[config.mk]
export PLATFORM = sky130hd
export DESIGN_NAME = rc_link_frame_receiver
export DESIGN_NICKNAME = d
export VERILOG_FILES = /design/src/rclfr_pkg.sv /design/src/rc_link_frame_receiver.sv /design/src/rclfr_queue.sv /design/src/rclfr_front.sv /design/src/rclfr_back.sv
export VERILOG_INCLUDE_DIRS = /design/src /design/src/src
export SDC_FILE = /design/constraint.sdc
export NUM_CORES = 2
export LEC_CHECK = 0
export ABC_AREA = 1
export BUFFER_PORTS_ARGS = -buffer_cell sky130_fd_sc_hd__buf_2
export CAP_MARGIN = 20
export CORE_ASPECT_RATIO = 0.7
export CORE_UTILIZATION = 40
export CTS_CLUSTER_DIAMETER = 40
export DETAILED_ROUTE_END_ITERATION = 12
export SYNTH_ARGS = -nofsm -noshare
export SYNTH_HDL_FRONTEND = slang
export SYNTH_SLANG_ARGS = --single-unit
export TNS_END_PERCENT = 30
[constraint.sdc]
create_clock -name clock -period 19.9 [get_ports clock]
set_input_delay 5.97 -clock clock [delete_from_list [all_inputs] [get_ports clock]]
set_output_delay 5.97 -clock clock [all_outputs]
set_load 0.05 [all_outputs]
[src/rc_link_frame_receiver_defines.svh]
// assertion macros for the rc link frame receiver
`ifndef RC_LINK_FRAME_RECEIVER_DEFINES_SVH
`define RC_LINK_FRAME_RECEIVER_DEFINES_SVH

`ifndef SYNTH

// plain property check, clocked, disabled in reset
`define RCLFR_ASSERT(label, clk, rst, prop, msg) \
   label: assert property (@(posedge clk) disable iff (rst) (prop)) else $error(msg);

// condition implies consequence in the same cycle
`define RCLFR_ASSERT_IMP(label, clk, rst, cond, cons, msg) \
   label: assert property (@(posedge clk) disable iff (rst) (cond) |-> (cons)) else $error(msg);

// condition implies consequence in the next cycle
`define RCLFR_ASSERT_NXT(label, clk, rst, cond, cons, msg) \
   label: assert property (@(posedge clk) disable iff (rst) (cond) |=> (cons)) else $error(msg);

`else

`define RCLFR_ASSERT(label, clk, rst, prop, msg)
`define RCLFR_ASSERT_IMP(label, clk, rst, cond, cons, msg)
`define RCLFR_ASSERT_NXT(label, clk, rst, cond, cons, msg)

`endif

`endif

[src/rclfr_pkg.sv]
// shared types, constants and functions of the rc link frame receiver
`timescale 1ns / 1ps

package rclfr_pkg;

   localparam int BUFFER_BYTES_DEF    = 64;
   localparam int NUM_CHANNELS_DEF    = 16;
   localparam int CHANNEL_BITS_DEF    = 11;
   localparam int LINK_STAT_BYTES_DEF = 10;

   localparam int SILENCE_W   = 20;
   localparam int IDX_W       = 4;
   localparam int VALUE_W     = 12;
   localparam int QUEUE_DEPTH = 2;

   // first payload position in a frame (after address, length, type)
   localparam int FIRST_PAYLOAD = 3;

   localparam logic [SILENCE_W-1:0] SILENCE_MAX   = '1;
   localparam logic [7:0]           TYPE_RC_CHANNELS = 8'h16;
   localparam logic [7:0]           TYPE_LINK_STATS  = 8'h14;
   localparam logic [7:0]           ADDR_BROADCAST   = 8'h00;
   localparam logic [11:0]          CHANNEL_OFFSET   = 12'd880;

   localparam logic [SILENCE_W-1:0] MIN_GAP_RESET  = 20'd1000;
   localparam logic [SILENCE_W-1:0] FAILSAFE_RESET = 20'd100000;
   localparam logic [7:0]           OWN_ADDR_RESET = 8'd200;
   localparam logic [7:0]           CRC_POLY_RESET = 8'hD5;

   typedef enum logic {
      OP_BYTE = 1'b0,
      OP_TICK = 1'b1
   } op_type;

   typedef enum logic [2:0] {
      KIND_CHANNEL   = 3'd0,
      KIND_LINK_STAT = 3'd1,
      KIND_OTHER     = 3'd2,
      KIND_CRC_ERROR = 3'd3,
      KIND_FAILSAFE  = 3'd4
   } kind_type;

   typedef enum logic [1:0] {
      CSR_MIN_GAP  = 2'd0,
      CSR_FAILSAFE = 2'd1,
      CSR_OWN_ADDR = 2'd2,
      CSR_CRC_POLY = 2'd3
   } csr_index_type;

   typedef struct packed {
      logic [SILENCE_W-1:0] min_gap_ticks;
      logic [SILENCE_W-1:0] failsafe_ticks;
      logic [7:0]           own_address;
      logic [7:0]           crc_poly;
   } csr_type;

   // header of one queued job for the back end
   typedef struct packed {
      kind_type   kind;
      logic [7:0] frame_kind;
      logic       in_failsafe;
   } hdr_type;

   // queue status seen by front and back
   typedef struct packed {
      logic full;
      logic empty;
   } qstat_type;

   // crc-8, msb first, one byte
   function automatic logic [7:0] crc_update(input logic [7:0] crc,
                                             input logic [7:0] data,
                                             input logic [7:0] poly);
      logic [7:0] c;
      c = crc ^ data;
      for (int k = 0; k < 8; k++) begin
         c = c[7] ? ({c[6:0], 1'b0} ^ poly) : {c[6:0], 1'b0};
      end
      return c;
   endfunction

   // x*5/8 + 880 by shift and add
   function automatic logic [11:0] scale_channel(input logic [CHANNEL_BITS_DEF-1:0] x);
      logic [13:0] p;
      p = {1'b0, x, 2'b00} + {3'b000, x};
      return {1'b0, p[13:3]} + CHANNEL_OFFSET;
   endfunction

endpackage

[src/rc_link_frame_receiver.sv]
// top level of the rc link frame receiver: config registers, front, queue, back
`timescale 1ns / 1ps

// result path: a byte that completes a frame or a tick that flips failsafe passes
//    the job queue and back end to the output register, one item a cycle under no stall
// throughput: one input item a cycle while the two-entry job queue has room; a job is
//    loaded, then gives one item a cycle under no stall (up to 16 for rc channels)
// reset: synchronous, active high; clears framing, silence and failsafe state and the
//    queue, loads the config defaults; no clearing pass, the block is ready at once

module rc_link_frame_receiver #(
   parameter int BUFFER_BYTES    = rclfr_pkg::BUFFER_BYTES_DEF,
   parameter int NUM_CHANNELS    = rclfr_pkg::NUM_CHANNELS_DEF,
   parameter int CHANNEL_BITS    = rclfr_pkg::CHANNEL_BITS_DEF,
   parameter int LINK_STAT_BYTES = rclfr_pkg::LINK_STAT_BYTES_DEF
) (
   input  logic                                 clock,
   input  logic                                 reset,
   // input items: received byte or time tick
   input  logic                                 req_valid,
   output logic                                 req_stall,
   input  logic                                 req_operation,
   input  logic [7:0]                           req_rx_byte,
   // result items
   output logic                                 rsp_valid,
   input  logic                                 rsp_stall,
   output logic [2:0]                           rsp_kind,
   output logic [rclfr_pkg::IDX_W-1:0]          rsp_item_index,
   output logic [rclfr_pkg::VALUE_W-1:0]        rsp_item_value,
   output logic [7:0]                           rsp_frame_kind,
   output logic                                 rsp_in_failsafe,
   output logic                                 rsp_last_of_run,
   // config write port
   input  logic                                 csr_we,
   input  logic [1:0]                           csr_index,
   input  logic [rclfr_pkg::SILENCE_W-1:0]      csr_wdata
);

   // payload kept per frame: enough bytes for all channels or all link-stat bytes
   localparam int CH_BYTES  = (NUM_CHANNELS * CHANNEL_BITS + 7) / 8;
   localparam int PAY_BYTES = (CH_BYTES > LINK_STAT_BYTES) ? CH_BYTES : LINK_STAT_BYTES;
   localparam int PAY_BITS  = PAY_BYTES * 8;
   localparam int HW        = $bits(rclfr_pkg::hdr_type);
   localparam int QW        = HW + PAY_BITS;

   rclfr_pkg::csr_type    csr_ff, csr_in;

   logic                  push;
   rclfr_pkg::hdr_type    push_hdr;
   logic [PAY_BITS-1:0]   push_pay;
   logic                  pop;
   logic [QW-1:0]         q_rdata;
   rclfr_pkg::qstat_type  qstat;
   rclfr_pkg::hdr_type    job_hdr;

   // config registers, to be written only while the block is idle; not enforced here
   always_comb begin
      csr_in = csr_ff;
      if (csr_we) begin
         case (csr_index)
            rclfr_pkg::CSR_MIN_GAP:  csr_in.min_gap_ticks  = csr_wdata;
            rclfr_pkg::CSR_FAILSAFE: csr_in.failsafe_ticks = csr_wdata;
            rclfr_pkg::CSR_OWN_ADDR: csr_in.own_address    = csr_wdata[7:0];
            rclfr_pkg::CSR_CRC_POLY: csr_in.crc_poly       = csr_wdata[7:0];
            default:                 csr_in = csr_ff;
         endcase
      end
   end

   always_ff @(posedge clock) begin
      if (reset) begin
         csr_ff.min_gap_ticks  <= rclfr_pkg::MIN_GAP_RESET;
         csr_ff.failsafe_ticks <= rclfr_pkg::FAILSAFE_RESET;
         csr_ff.own_address    <= rclfr_pkg::OWN_ADDR_RESET;
         csr_ff.crc_poly       <= rclfr_pkg::CRC_POLY_RESET;
      end else begin
         csr_ff <= csr_in;
      end
   end

   // front: framing, crc check, silence counter, failsafe, job classification
   rclfr_front #(
      .BUFFER_BYTES (BUFFER_BYTES),
      .PAY_BYTES    (PAY_BYTES)
   ) u_front (
      .clock         (clock),
      .reset         (reset),
      .req_valid     (req_valid),
      .req_stall     (req_stall),
      .req_operation (req_operation),
      .req_rx_byte   (req_rx_byte),
      .csr           (csr_ff),
      .qstat         (qstat),
      .push          (push),
      .push_hdr      (push_hdr),
      .push_pay      (push_pay)
   );

   // job queue: header plus frame payload snapshot
   rclfr_queue #(
      .WIDTH (QW)
   ) u_queue (
      .clock (clock),
      .reset (reset),
      .push  (push),
      .wdata ({push_hdr, push_pay}),
      .pop   (pop),
      .rdata (q_rdata),
      .stat  (qstat)
   );

   assign job_hdr = rclfr_pkg::hdr_type'(q_rdata[QW-1 -: HW]);

   // back: one result item a cycle to the output register while not stalled or loading
   rclfr_back #(
      .NUM_CHANNELS    (NUM_CHANNELS),
      .CHANNEL_BITS    (CHANNEL_BITS),
      .LINK_STAT_BYTES (LINK_STAT_BYTES),
      .PAY_BITS        (PAY_BITS)
   ) u_back (
      .clock           (clock),
      .reset           (reset),
      .qstat           (qstat),
      .job_hdr         (job_hdr),
      .job_pay         (q_rdata[PAY_BITS-1:0]),
      .pop             (pop),
      .rsp_valid       (rsp_valid),
      .rsp_stall       (rsp_stall),
      .rsp_kind        (rsp_kind),
      .rsp_item_index  (rsp_item_index),
      .rsp_item_value  (rsp_item_value),
      .rsp_frame_kind  (rsp_frame_kind),
      .rsp_in_failsafe (rsp_in_failsafe),
      .rsp_last_of_run (rsp_last_of_run)
   );

endmodule

[src/rclfr_queue.sv]
// two-entry job queue between front and back end
`timescale 1ns / 1ps

module rclfr_queue #(
   parameter int WIDTH = 32
) (
   input  logic                  clock,
   input  logic                  reset,
   input  logic                  push,
   input  logic [WIDTH-1:0]      wdata,
   input  logic                  pop,
   output logic [WIDTH-1:0]      rdata,
   output rclfr_pkg::qstat_type  stat
);

   localparam int PW = $clog2(rclfr_pkg::QUEUE_DEPTH);
   localparam int CW = $clog2(rclfr_pkg::QUEUE_DEPTH + 1);

   logic [WIDTH-1:0] mem_ff [rclfr_pkg::QUEUE_DEPTH];
   logic [PW-1:0]    wr_ptr_ff, wr_ptr_in;
   logic [PW-1:0]    rd_ptr_ff, rd_ptr_in;
   logic [CW-1:0]    count_ff, count_in;

   always_comb begin
      wr_ptr_in = push ? wr_ptr_ff + PW'(1) : wr_ptr_ff;
      rd_ptr_in = pop  ? rd_ptr_ff + PW'(1) : rd_ptr_ff;
      count_in  = count_ff + CW'(push) - CW'(pop);
   end

   always_ff @(posedge clock) begin
      if (reset) begin
         wr_ptr_ff <= '0;
         rd_ptr_ff <= '0;
         count_ff  <= '0;
      end else begin
         wr_ptr_ff <= wr_ptr_in;
         rd_ptr_ff <= rd_ptr_in;
         count_ff  <= count_in;
      end
   end

   always_ff @(posedge clock) begin
      if (push) begin
         mem_ff[wr_ptr_ff] <= wdata;
      end
   end

   assign rdata      = mem_ff[rd_ptr_ff];
   assign stat.full  = (count_ff == CW'(rclfr_pkg::QUEUE_DEPTH));
   assign stat.empty = (count_ff == '0);

endmodule

[src/rclfr_front.sv]
// front end: framing, crc, silence and failsafe tracking, job classification
`timescale 1ns / 1ps

module rclfr_front #(
   parameter int BUFFER_BYTES = rclfr_pkg::BUFFER_BYTES_DEF,
   parameter int PAY_BYTES    = 22
) (
   input  logic                    clock,
   input  logic                    reset,
   input  logic                    req_valid,
   output logic                    req_stall,
   input  logic                    req_operation,
   input  logic [7:0]              req_rx_byte,
   input  rclfr_pkg::csr_type      csr,
   input  rclfr_pkg::qstat_type    qstat,
   output logic                    push,
   output rclfr_pkg::hdr_type      push_hdr,
   output logic [PAY_BYTES*8-1:0]  push_pay
);

   localparam int CW    = $clog2(BUFFER_BYTES + 1);
   localparam int CMP_W = ((CW > 8) ? CW : 8) + 1;

   logic [CW-1:0]                  count_ff, count_in;
   logic [7:0]                     crc_ff, crc_in;
   logic [7:0]                     dl_ff, dl_in;
   logic [7:0]                     len_ff, len_in;
   logic [7:0]                     addr_ff, addr_in;
   logic [7:0]                     type_ff, type_in;
   logic [PAY_BYTES*8-1:0]         pay_ff, pay_in;
   logic [rclfr_pkg::SILENCE_W-1:0] silence_ff, silence_in;
   logic                           fs_ff, fs_in;

   logic                           accept;
   logic                           start_clear;
   logic [CW-1:0]                  pos;
   logic [7:0]                     crc_base, crc_new, dl_now, type_now;
   logic [PAY_BYTES*8-1:0]         pay_wr;
   logic                           finish;
   logic                           addr_ok;
   logic                           fs_new;

   always_comb begin
      accept      = req_valid && !qstat.full;
      start_clear = (silence_ff > csr.min_gap_ticks) || (count_ff >= CW'(BUFFER_BYTES));
      pos         = start_clear ? '0 : count_ff;
      crc_base    = start_clear ? 8'h00 : crc_ff;
      dl_now      = (pos == CW'(2)) ? len_ff : dl_ff;
      type_now    = (pos == CW'(2)) ? req_rx_byte : type_ff;

      // payload lanes at fixed positions, unreceived lanes stay zero
      pay_wr = start_clear ? '0 : pay_ff;
      for (int j = 0; j < PAY_BYTES; j++) begin
         if (pos == CW'(rclfr_pkg::FIRST_PAYLOAD + j)) begin
            pay_wr[j*8 +: 8] = req_rx_byte;
         end
      end

      if ((pos >= CW'(2)) && (CMP_W'(pos) <= CMP_W'(dl_now))) begin
         crc_new = rclfr_pkg::crc_update(crc_base, req_rx_byte, csr.crc_poly);
      end else begin
         crc_new = crc_base;
      end

      finish  = (pos >= CW'(2)) && (CMP_W'(pos) == CMP_W'(dl_now) + CMP_W'(1));
      addr_ok = (addr_ff == rclfr_pkg::ADDR_BROADCAST) || (addr_ff == csr.own_address);

      silence_in = silence_ff;
      count_in   = count_ff;
      crc_in     = crc_ff;
      dl_in      = dl_ff;
      len_in     = len_ff;
      addr_in    = addr_ff;
      type_in    = type_ff;
      pay_in     = pay_ff;
      fs_in      = fs_ff;
      fs_new     = fs_ff;

      push                 = 1'b0;
      push_hdr.kind        = rclfr_pkg::KIND_OTHER;
      push_hdr.frame_kind  = type_now;
      push_hdr.in_failsafe = fs_ff;
      push_pay             = pay_wr;

      if (accept && (req_operation == rclfr_pkg::OP_BYTE)) begin
         silence_in = '0;
         dl_in      = dl_now;
         type_in    = type_now;
         if (pos == '0) begin
            addr_in = req_rx_byte;
         end
         if (pos == CW'(1)) begin
            len_in = req_rx_byte;
         end
         if (finish) begin
            push     = 1'b1;
            count_in = '0;
            crc_in   = 8'h00;
            pay_in   = '0;
            if (crc_new != req_rx_byte) begin
               push_hdr.kind = rclfr_pkg::KIND_CRC_ERROR;
            end else if (addr_ok && (type_now == rclfr_pkg::TYPE_RC_CHANNELS)) begin
               push_hdr.kind = rclfr_pkg::KIND_CHANNEL;
            end else if (addr_ok && (type_now == rclfr_pkg::TYPE_LINK_STATS)) begin
               push_hdr.kind = rclfr_pkg::KIND_LINK_STAT;
            end else begin
               push_hdr.kind = rclfr_pkg::KIND_OTHER;
            end
         end else begin
            count_in = pos + CW'(1);
            crc_in   = crc_new;
            pay_in   = pay_wr;
         end
      end else if (accept) begin
         if (silence_ff != rclfr_pkg::SILENCE_MAX) begin
            silence_in = silence_ff + rclfr_pkg::SILENCE_W'(1);
         end
         fs_new = (silence_in > csr.failsafe_ticks);
         if (fs_new != fs_ff) begin
            fs_in                = fs_new;
            push                 = 1'b1;
            push_hdr.kind        = rclfr_pkg::KIND_FAILSAFE;
            push_hdr.frame_kind  = 8'h00;
            push_hdr.in_failsafe = fs_new;
         end
      end
   end

   assign req_stall = qstat.full;

   always_ff @(posedge clock) begin
      if (reset) begin
         count_ff   <= '0;
         crc_ff     <= 8'h00;
         dl_ff      <= 8'h00;
         pay_ff     <= '0;
         silence_ff <= '0;
         fs_ff      <= 1'b0;
      end else begin
         count_ff   <= count_in;
         crc_ff     <= crc_in;
         dl_ff      <= dl_in;
         pay_ff     <= pay_in;
         silence_ff <= silence_in;
         fs_ff      <= fs_in;
      end
   end

   always_ff @(posedge clock) begin
      len_ff  <= len_in;
      addr_ff <= addr_in;
      type_ff <= type_in;
   end

endmodule

[src/rclfr_back.sv]
// back end: unpacks queued jobs into result items through an output register
`timescale 1ns / 1ps
`include "rc_link_frame_receiver_defines.svh"

module rclfr_back #(
   parameter int NUM_CHANNELS    = rclfr_pkg::NUM_CHANNELS_DEF,
   parameter int CHANNEL_BITS    = rclfr_pkg::CHANNEL_BITS_DEF,
   parameter int LINK_STAT_BYTES = rclfr_pkg::LINK_STAT_BYTES_DEF,
   parameter int PAY_BITS        = 176
) (
   input  logic                              clock,
   input  logic                              reset,
   input  rclfr_pkg::qstat_type              qstat,
   input  rclfr_pkg::hdr_type                job_hdr,
   input  logic [PAY_BITS-1:0]               job_pay,
   output logic                              pop,
   output logic                              rsp_valid,
   input  logic                              rsp_stall,
   output logic [2:0]                        rsp_kind,
   output logic [rclfr_pkg::IDX_W-1:0]       rsp_item_index,
   output logic [rclfr_pkg::VALUE_W-1:0]     rsp_item_value,
   output logic [7:0]                        rsp_frame_kind,
   output logic                              rsp_in_failsafe,
   output logic                              rsp_last_of_run
);

   localparam int IW = rclfr_pkg::IDX_W;
   localparam int VW = rclfr_pkg::VALUE_W;

   logic                   busy_ff, busy_in;
   rclfr_pkg::hdr_type     hdr_ff, hdr_in;
   logic [PAY_BITS-1:0]    shift_ff, shift_in;
   logic [IW-1:0]          idx_ff, idx_in;

   logic                   rvalid_ff, rvalid_in;
   rclfr_pkg::kind_type    rkind_ff, rkind_in;
   logic [IW-1:0]          ridx_ff, ridx_in;
   logic [VW-1:0]          rvalue_ff, rvalue_in;
   logic [7:0]             rfk_ff, rfk_in;
   logic                   rfs_ff, rfs_in;
   logic                   rlast_ff, rlast_in;

   logic                   out_free;
   logic                   last;

   always_comb begin
      out_free = !rvalid_ff || !rsp_stall;
      pop      = !busy_ff && !qstat.empty;

      case (hdr_ff.kind)
         rclfr_pkg::KIND_CHANNEL:   last = (idx_ff == IW'(NUM_CHANNELS - 1));
         rclfr_pkg::KIND_LINK_STAT: last = (idx_ff == IW'(LINK_STAT_BYTES - 1));
         default:                   last = 1'b1;
      endcase

      busy_in  = busy_ff;
      hdr_in   = hdr_ff;
      shift_in = shift_ff;
      idx_in   = idx_ff;

      rvalid_in = rvalid_ff;
      rkind_in  = rkind_ff;
      ridx_in   = ridx_ff;
      rvalue_in = rvalue_ff;
      rfk_in    = rfk_ff;
      rfs_in    = rfs_ff;
      rlast_in  = rlast_ff;

      if (out_free) begin
         rvalid_in = busy_ff;
      end

      if (pop) begin
         busy_in  = 1'b1;
         hdr_in   = job_hdr;
         shift_in = job_pay;
         idx_in   = '0;
      end else if (busy_ff && out_free) begin
         rkind_in = hdr_ff.kind;
         rfk_in   = hdr_ff.frame_kind;
         rfs_in   = hdr_ff.in_failsafe;
         rlast_in = last;
         case (hdr_ff.kind)
            rclfr_pkg::KIND_CHANNEL: begin
               ridx_in   = idx_ff;
               rvalue_in = rclfr_pkg::scale_channel(shift_ff[CHANNEL_BITS-1:0]);
               shift_in  = shift_ff >> CHANNEL_BITS;
            end
            rclfr_pkg::KIND_LINK_STAT: begin
               ridx_in   = idx_ff;
               rvalue_in = VW'(shift_ff[7:0]);
               shift_in  = shift_ff >> 8;
            end
            default: begin
               ridx_in   = '0;
               rvalue_in = '0;
            end
         endcase
         idx_in  = idx_ff + IW'(1);
         busy_in = !last;
      end
   end

   always_ff @(posedge clock) begin
      if (reset) begin
         busy_ff   <= 1'b0;
         rvalid_ff <= 1'b0;
      end else begin
         busy_ff   <= busy_in;
         rvalid_ff <= rvalid_in;
      end
   end

   always_ff @(posedge clock) begin
      hdr_ff    <= hdr_in;
      shift_ff  <= shift_in;
      idx_ff    <= idx_in;
      rkind_ff  <= rkind_in;
      ridx_ff   <= ridx_in;
      rvalue_ff <= rvalue_in;
      rfk_ff    <= rfk_in;
      rfs_ff    <= rfs_in;
      rlast_ff  <= rlast_in;
   end

   assign rsp_valid       = rvalid_ff;
   assign rsp_kind        = rkind_ff;
   assign rsp_item_index  = ridx_ff;
   assign rsp_item_value  = rvalue_ff;
   assign rsp_frame_kind  = rfk_ff;
   assign rsp_in_failsafe = rfs_ff;
   assign rsp_last_of_run = rlast_ff;

   // only channel and link-stat jobs run past their first item
   `RCLFR_ASSERT_IMP(a_multi_kind, clock, reset, busy_ff && (idx_ff != '0), (hdr_ff.kind == rclfr_pkg::KIND_CHANNEL) || (hdr_ff.kind == rclfr_pkg::KIND_LINK_STAT), "multi-item job of a single-item kind")

   // an item that is not the last of its run belongs to a frame unpack
   `RCLFR_ASSERT_IMP(a_run_kind, clock, reset, rvalid_ff && !rlast_ff, (rkind_ff == rclfr_pkg::KIND_CHANNEL) || (rkind_ff == rclfr_pkg::KIND_LINK_STAT), "open run on a single-item kind")

   // failsafe change is a lone item with no frame type
   `RCLFR_ASSERT_IMP(a_fs_item, clock, reset, rvalid_ff && (rkind_ff == rclfr_pkg::KIND_FAILSAFE), rlast_ff && (rfk_ff == 8'h00) && (ridx_ff == '0), "bad failsafe item")

   // a popped job is being worked on next cycle
   `RCLFR_ASSERT_NXT(a_pop_busy, clock, reset, pop, busy_ff && (idx_ff == '0), "pop did not start a job")

endmodule

### After elaboration in Yosys (flattened, before gate mapping)

Memory sizes are Yosys's and may differ from the RTL's. A register that Yosys moved wholly into a read port is not among the register bits.
Cells that the tools add are included.

| storage, ports and cells | value |
|---|---|
| register bits after elaboration | 527 |
| RAM bits | 376 |
| input port bits | 36 |
| output and inout port bits | 31 |
| logic and storage cells | 195 |
| memories | 1 |

Memory list:

| name | words | width | read ports | clocked after memory_dff | wr ports | line | source |
|---|---|---|---|---|---|---|---|
| u_queue.mem_ff | 2 | 188 | 1 | 1 | 1 | rclfr_queue.sv:19 | `logic [WIDTH-1:0] mem_ff [rclfr_pkg::QUEUE_DEPTH];` |

| cells by class | value |
|---|---|
| add/subtract/negate cells | 10 |
| order comparisons | 5 |
| equal/unequal tests | 38 |
| muxes and demuxes | 65 |
| bitwise operators | 12 |
| reductions and logical operators | 35 |

Operators by type and width:

| operator | count |
|---|---|
| $mux 176 | 4 |
| $pmux 176 s2 | 1 |
| $mux 8 | 35 |
| $xor 8x8->8 | 9 |
| $eq 7x5->1 const B | 9 |
| $mux 20 | 3 |
| $eq 7x4->1 const B | 8 |
| $gt 20x20->1 | 2 |
| $eq 7x3->1 const B | 4 |
| $mux 12 | 2 |
| $pmux 12 s2 | 1 |
| $add 20x1->20 const B | 1 |
| $ne 20x20->1 const B | 1 |
| $eq 8x5->1 const B | 2 |
| $reduce_and 2->1 | 8 |
| $add 13x11->14 | 1 |
| $eq 7x2->1 const B | 2 |
| $mux 7 | 2 |
| $add 11x10->12 const B | 1 |
| $mux 3 | 4 |
| $mux 1 | 10 |
| $add 8x1->9 const B | 1 |
| $eq 7x9->1 | 1 |
| $mux 9 | 1 |
| other kinds (30) | 52 |

### Logic depth before layout (Yosys ltp)

| logic depth | value |
|---|---|
| word-level depth | 25 |
| mapped depth | 47 |
| depth with buffers taken out | 46 |

### By module

A second synthesis with hierarchy kept.

| unflattened totals | value |
|---|---|
| cell total of the unflattened synthesis | 4032 |
| area, all modules | 42089.1 um^2 |

Modules (own cells, without submodules):

| module | instances | cells an instance | area an instance (um^2) | seq. area each (um^2) |
|---|---|---|---|---|
| rclfr_front | 1 | 1924 | 14614.0 | 5124.9 |
| rclfr_queue | 1 | 616 | 14209.9 | 11390.9 |
| rclfr_back | 1 | 1165 | 10970.5 | 6636.4 |
| rc_link_frame_receiver | 1 | 327 | 2294.7 | 1121.1 |

### Worst setup path after synthesis

Ideal clock, no wire load.

| path | value |
|---|---|
| kind | input to register |
| from | in rsp_stall |
| to | reg u_back.shift_ff[0], enable pin |
| setup time | 0.955 ns |
| arrival | 18.434 ns |
| required time | 18.945 ns |
| slack | 0.511 ns |
| stages on the path | 3 |
| path buffers | 0 |
| cell sequence | nand2_1 -> nand2_1 -> o21ai_0 |

| between the ends | value |
|---|---|
| word-level cells in the longest chain between the ends | 5 |

Ends and longest elaborated chain:

| item | line | source |
|---|---|---|
| start, declared | rc_link_frame_receiver.sv:26 | `input logic rsp_stall,` |
| $logic_not 1->1 | rclfr_back.sv:47 | `out_free = !rvalid_ff \|\| !rsp_stall;` |
| $logic_or 1x1->1 | rclfr_back.sv:47 |  |
| $logic_and 1x1->1 | rclfr_back.sv:78 | `end else if (busy_ff && out_free) begin` |
| $reduce_bool 2->1 (no source line) | n/a |  |
| $reduce_and 2->1 (no source line) | n/a |  |
| end signal, assigned | rclfr_back.sv:116 | `shift_ff <= shift_in;` |
| end, declared | rclfr_back.sv:32 | `logic [PAY_BITS-1:0] shift_ff, shift_in;` |

Every way passes these cells.
A chain may end at the register's enable or synchronous reset.

==> results.ini <==
[timing]
worst_pin_slew_ps=1470
fin_ws_ps=10190
min_period_ps=9710
setup_tns_ps=0
hold_slack_ps=430
fin_crit_sh_pct=48.8
drv_slew=0
hold_viol_final=0
max_freq_mhz=103
setup_viol=0
rsz0062_at_grt=no
maxSlewHeadroom_pct=2.03
finClkSkew_ps=46.5

[logic_synthesis]
yosys.cell_types.count=55
synth.area.top_cells=edfxtp_1, dfxtp_1, nand2_1, o21ai_0, a32o_1
syn_inst=4023
yosysTopAreaCell=edfxtp_1
avgSynthCellArea_sq_um=10.0
synth_top_area_share_pct=46.0
syn-num-nets=4125
synth_seq_area_share_pct=60.2
netlist_area_sq_mm=0.0403
ys_ff_latch=904
ys_warn_count=0

[setup_path]
crit_fanout=25
startpoint=req_rx_byte[7]
critical_path_arrival_ps=10150
crit_type=input port to flop
required_ps=20340
critPathSlowestCell=buf_4
endpoint_kind=flop
r2r-start=u_front.silence_ff[19]
reg2reg_slack_ps=11760
slowest_delay_ps=350
path_common_cell=nand2_1
start_kind=input port

[clock_network]
cts-resized-gates=0
root_buffer=clkbuf_16
clock-sinks=904
htree_levels=3
cts_max_path_buffers=3
cts_tree=done
cts.clk_slew.worst_paths_ps=60
clk-insertion-delay-late_ps=710
cts_hold_buf=0
cts_buffers=102
postCtsSetupRepairBufs=0

[place]
port_buffers=66
dp.cells=5196
dp_slack_ps=9550
gp_congestion=0.843
dp_hpwl_um=59400

[run]
drv_cap=0

[global_route]
grt_antenna_before_repair=1
grt_usage_pct=20.6
grt_pass1_vias=27526
grt_max_degree=184
grt-ovfl-total=0
grt_first_pass_wirelength_um=165000

[detailed_routing]
drt_iter0_drc=3050
wl_per_cell_um=19.7
via_per_inst=5.49
ant_nets=0
route.detailed.drc=0
wirelength_um=106000
drt_pass1_iterations=5
routed.top_layer=met4
vias=29587
route.met2.wl_um=45600
met1Wirelength_um=52100
dr_wl_met3_um=7000

[finish]
final_util_pct=45.2
antenna_cells=0
layout_common_cells=nand2_1, edfxtp_1, o21ai_0, inv_1, dfxtp_1
drive_gt1_share_pct=8.71
fillCellCount=9380
fin_cells=5390
nets=4066
final_common_cell=nand2_1
area_growth_pct=12.2

[floorplanning]
fp-row-count=97
io_pins=67
die_h_um=268
dieArea_sq_mm=0.102
initial_core_util_pct=40.3
core_sq_mm=0.100
dieWidth_um=381

[worst_hold_path]
worstHoldStart=u_back.hdr_ff[6]
min-delay-path-class=flop to flop

[pwr]
intPower_mw=4.21
seq_power_share_pct=40.7
clkPwrFrac_pct=28.9
switching_share_pct=37.2
vdd_drop_max_uv=145
power_switching_mw=2.49
power_leakage_nw=17.0
comb_power_share_pct=30.4
p_per_area_mw_per_mm2=148

[status]
status=finished, final reports clean

## worst paths after layout
check             cells after the start                  endpoint
hold / removal                        0  u_back.rsp_frame_kind[5]
setup reg to reg                     29     u_queue.mem_ff[0][48]
setup / recovery                     34    u_queue.mem_ff[0][186]
hold reg to reg                       0  u_back.rsp_frame_kind[5]
## cell families (layout without fill, tap and decap cells)
| kind of cell | Yosys count | count (layout) | share of synthesized area [%] |
|---|---|---|---|
| AOI/OAI and AO/OA | 1114 | 1114 | 16.9 |
| xor gates and xnor gates | 67 | 67 | 1.47 |
| adders and majority gates | 66 | 66 | 2.07 |
| buffers and inverters | 679 | 710 | 6.45 |
| DFF | 904 | 904 | 60.2 |
| other | 1 | 1 | 0.00930 |
| and+or+nand+nor | 1192 | 1192 | 12.9 |
## worst max-delay path: cells and delay by family
kind,cells,cell delay [ps]
AND/OR/NAND/NOR,26,3310
buffers and inverters,8,860
## state kept, by name (all words and copies together) (netlist names), 8 cells and up, named ones only
signal and cells:
u_queue.mem_ff 376, u_back.shift_ff 176, u_front.pay_ff 176, csr_ff 56, u_front.silence_ff 20, u_back.hdr_ff 12, u_back.rsp_item_value 12, u_back.rsp_frame_kind 8
u_front.addr_ff 8, u_front.crc_ff 8, u_front.dl_ff 8, u_front.len_ff 8, u_front.type_ff 8
## metal layers
layer | vias up | track usage, %
met2 | 921 | 30.6
li1 | 14222 | -
met3 | 118 | 3.58
met1 | 14326 | 31.1
met5 | - | 0
met4 | 0 | 4.58
## synthesized netlist by cell type, drive strengths merged
master	n
nand2	694
edfxtp	617
o21ai	466
inv	408
nand3	293
dfxtp	287
a21oi	256
clkbuf	220
a32o	178
a31oi	166
nor2	140
ha	65
xor2	53
buf	49
nand4	20
nor3	15
or2	15
o211ai	14
xnor2	14
o22ai	11
nor4	9
a211oi	5
o31ai	5
a221oi	2
a22o	2
clkinv	2
nand3b	2
nor3b	2
o21a	2
o21bai	2
a2111oi	1
a21o	1
and2	1
and3	1
conb	1
fa	1
o2111a	1
o221ai	1
o32a	1
## final cells by class
type	count	area, sq um	share of cell area (%)
clock inverter	51	559	1.24
clock buffer	143	2980	6.58
multi-input combinational	2440	13500	29.9
sequential	904	24300	53.7
inverter	410	1550	3.43
tap	1336	1670	3.70
timing repair buffer	106	688	1.52
## stage by stage
stage	total power, mW	area (sq um)
global placement	4.76	41700
detailed placement	4.79	41700
floorplan	4.25	40300
CTS	6.74	45200
global route	7.08	45200
finish	6.71	45200
## power by group through the flow
| stage | Sequential (mW) | Clock, mW | Combinational, mW |
|---|---|---|---|
| after global routing | 2.76 | 2.05 | 2.28 |
| after detailed placement | 2.76 | 0 | 2.03 |
| after global placement | 2.76 | 0 | 2.00 |
| after floorplan | 2.85 | 0 | 1.40 |
| final | 2.73 | 1.94 | 2.04 |
| after CTS | 2.72 | 1.97 | 2.04 |
Power figures use the tool's default switching activity.
